File: src/rtl/frcp_ram.sv
// Generic single-port-write, single-port-read RAM with registered read data.
module frcp_ram #(
    parameter int WIDTH = 8,
    parameter int DEPTH = 256
) (
    input  logic                     i_clk,
    input  logic                     i_we,
    input  logic [$clog2(DEPTH)-1:0] i_waddr,
    input  logic [WIDTH-1:0]         i_wdata,
    input  logic                     i_re,
    input  logic [$clog2(DEPTH)-1:0] i_raddr,
    output logic [WIDTH-1:0]         o_rdata
);

    logic [WIDTH-1:0] r_mem [DEPTH];
    logic [WIDTH-1:0] r_rdata;

    // write port
    always_ff @(posedge i_clk) begin
        if (i_we) begin
            r_mem[i_waddr] <= i_wdata;
        end
    end

    // registered read port
    always_ff @(posedge i_clk) begin
        if (i_re) begin
            r_rdata <= r_mem[i_raddr];
        end
    end

    assign o_rdata = r_rdata;

endmodule

File: config.mk
export PLATFORM = sky130hd
export DESIGN_NAME = frcp_ram
export DESIGN_NICKNAME = d
export VERILOG_FILES = /design/src/rtl/frcp_ram.sv
export SDC_FILE = /design/constraint.sdc
export NUM_CORES = 2
export LEC_CHECK = 0
export BUFFER_PORTS_ARGS = -buffer_cell sky130_fd_sc_hd__buf_4
export CAP_MARGIN = 25
export CORE_AREA = 2 2 450 452
export DETAILED_ROUTE_END_ITERATION = 6
export DIE_AREA = 0 0 452 454
export PLACE_DENSITY = 0.53
export SYNTH_ARGS = -nofsm -noshare
export SYNTH_HDL_FRONTEND = slang
export SYNTH_SLANG_ARGS = --single-unit
File: constraint.sdc
create_clock -name i_clk -period 2.6 [get_ports i_clk]
set_clock_uncertainty 0.05 [all_clocks]
set_input_delay 0.52 -clock i_clk [delete_from_list [all_inputs] [get_ports i_clk]]
set_output_delay 0.52 -clock i_clk [all_outputs]
set_load 0.01 [all_outputs]
==> run metrics <==
Mapped Cells=3733; Die X=452 µm; Max-cap violations=0; Crit path depth=5; Slew Limit Fails=0; worst r2r src=r_mem[67][1]; drt initial violations=4380; ys flop type=edfxtp_1; Final Cycle Share=99.42%; clock sinks=2056; Synth Warn #=0; ranking of synthesized cells by area=edfxtp_1 78%, mux4_2 13%, mux2i_1 1.7%; CP Cell Sequence=mux4_2, mux4_2, nor2b_4, nor4_4, nor4_2; GRT overflow=0; DP HPWL=around 140 mm; Tightest Pin Transition=1.008 ns; most common cell after layout, fill and taps aside=edfxtp_1; Yosys reg bits=around 2100; fin crit period=2.585 ns; Slowest-stage cell, CP=nor4_4; global-route wire length before repair=roughly 310 mm; slowest stage delay, CP=0.60 ns; routed length per instance=between 20 and 30 µm; number of core rows=approximately 170; Min-Delay Endpoint=r_mem[125][6]; leakage=31.23 nW; RSZ-0062 raised after global routing=yes; H-Tree Depth=4; crit-path leading delay family=multiplexers; Synth Net Count=3760; crit path DAT=3.10 ns; # setup viols final=0; WHS=0.04253 ns; first-pass iteration count of the detailed router=5; gpl congestion=0.8181; CP startpoint kind=register; remaining antenna violation count after routing=0; full die area=205200 µm²; worst hold stages=1; Buf+Inv Stages, Crit Path=0; Worst-path clk slew=0.06 ns; Register Area=around 62000 µm²; Async SR Flop Fraction=0%; Crit path top cell by count=mux4_2; status=finished clean; Worst Setup SP=r_mem[67][1]; crit-path max FO=1; required time of the worst setup path=around 3.1 ns; hold wc startpoint=i_wdata[6]; DRC Markers=0; initial core utilization=39.64%; clk root buf=clkbuf_16; Critical Path End Type=register; Worst-Skew Late Latency=0.86 ns; CTS Buf Count=211; synthesized area per cell=approximately 21 µm²; relative slew slack=between 30% and 40%; vias in the first global route=roughly 42000; via count=40660; fillcell total=16610; # port buffers=34; power per cell area=732.8 nW/µm²; core area=approximately 200000 µm²; count of cell types in the netlist=54; Global Route Usage Sum=about a fifth; TritonCTS clock tree=built; footprint of the multi-input gates=16650 µm²; initial antenna violation count=8; Max VDD drop=0.6962 mV; reg2reg setup slack=0.02 ns; final hold viol count=0; largest net degree at the start of global routing=89; # IOs=35; Syn Std Cell Area=79640 µm²; Die Height=approximately 450 µm; Synth top area share=77.53%; Reg2Reg Depth=5; worst r2r dst=o_rdata[1]; # nets final=4543; Crit Path Class=reg -> reg; WL final=217.3 mm; layout cell share with drive strength beyond 1=34.06%; Area Overhead vs Synth=20.64%; hold crit path type=in -> reg; Post-synth EDFFs=2056; Vias/cell=5.516; Achievable Freq=386.9 MHz; CTS Buffer Depth=3; most frequent cells in the layout=2056 x edfxtp_1, 676 x buf_4, 454 x mux4_2; Yosys top cell by area=edfxtp_1; Seq/Total Area, Yosys=slightly below 80%; total power=70.40 mW
## cell usage after synthesis (24+ instances only)
master / count
nor2b_1: 31
nor4_1: 24
edfxtp_1: 2056
clkbuf_1: 111
buf_4: 27
a21oi_1: 96
a22oi_1: 133
buf_2: 31
o22ai_1: 28
mux2i_1: 134
nor2_1: 282
o221ai_1: 46
nand3_1: 34
nand2_1: 33
mux4_2: 454
## per-stage QoR
step | TNS [ns] | cells | worst slack [ns] | util, % | area [µm²]
after floorplan | 0 | 3733 | 0.0009788 | - | 79670
after global placement | -8.615 | 6973 | -1.671 | 44.34 | 89060
after detailed placement | -8.223 | 6973 | -1.226 | 44.34 | 89070
after CTS | 0 | 7366 | 0.005622 | 47.78 | 95970
after global routing | -0.05172 | 7368 | -0.04455 | 47.82 | 96060
final | 0 | 7371 | 0.01502 | 47.83 | 96070
## how the worst max path moves through the flow
stage          slack (ns)          to
3_5_place_dp        -1.23  o_rdata[1]
2_1_floorplan       0.001  o_rdata[6]
3_3_place_gp        -1.67  o_rdata[1]
6_report             0.02  o_rdata[1]
5_1_grt             -0.04  o_rdata[1]
4_1_cts             0.006  o_rdata[3]
## timing repair
action	CTS	global route
resized for setup	18	17
pin swaps	3	5
buffers inserted	0	0
hold endpoints to repair	14	0
hold buffers	2	0
setup endpoints to repair	7	7
## cell type report
cell class,instances,share of cell area (%)
Inverter,2,0.007814
Multi-Input combinational cell,1442,17.34
Antenna cell,5,0.01302
Clock buffer,257,5.720
Clock inverter,134,1.344
Timing Repair Buffer,803,7.836
Sequential cell,2056,64.26
Tap cell,2672,3.480
## per-layer routing
metal	vias to the layer above	GRT usage [%]	wire length, µm
met5	-	0	0
met4	0	6.637	6332
met3	296	4.185	13390
met2	1309	34.34	104900
met1	21720	29.19	92700
li1	17330	-	-
## registers in the layout, indices dropped and copies added, names as in the netlist
register and flops:
r_mem 2048, o_rdata 8
## logic make-up after synthesis
| family | share of synthesized area (%) |
|---|---|
| flip-flops | 77.53 |
| multiplexers | 14.60 |
| AND/OR/NAND/NOR | 2.625 |
| AO/OA/AOI/OAI | 3.416 |
| buffers and inverters | 1.829 |
## where the power goes
| group | total [mW] | switching (mW) | internal (mW) |
|---|---|---|---|
| combinational | 4.08 | 2.40 | 1.68 |
| clock | 29.7 | 12.8 | 16.9 |
| sequential | 36.6 | 0.0613 | 36.6 |
| total | 70.4 | 15.2 | 55.2 |
Power figures use the tool's default switching activity.
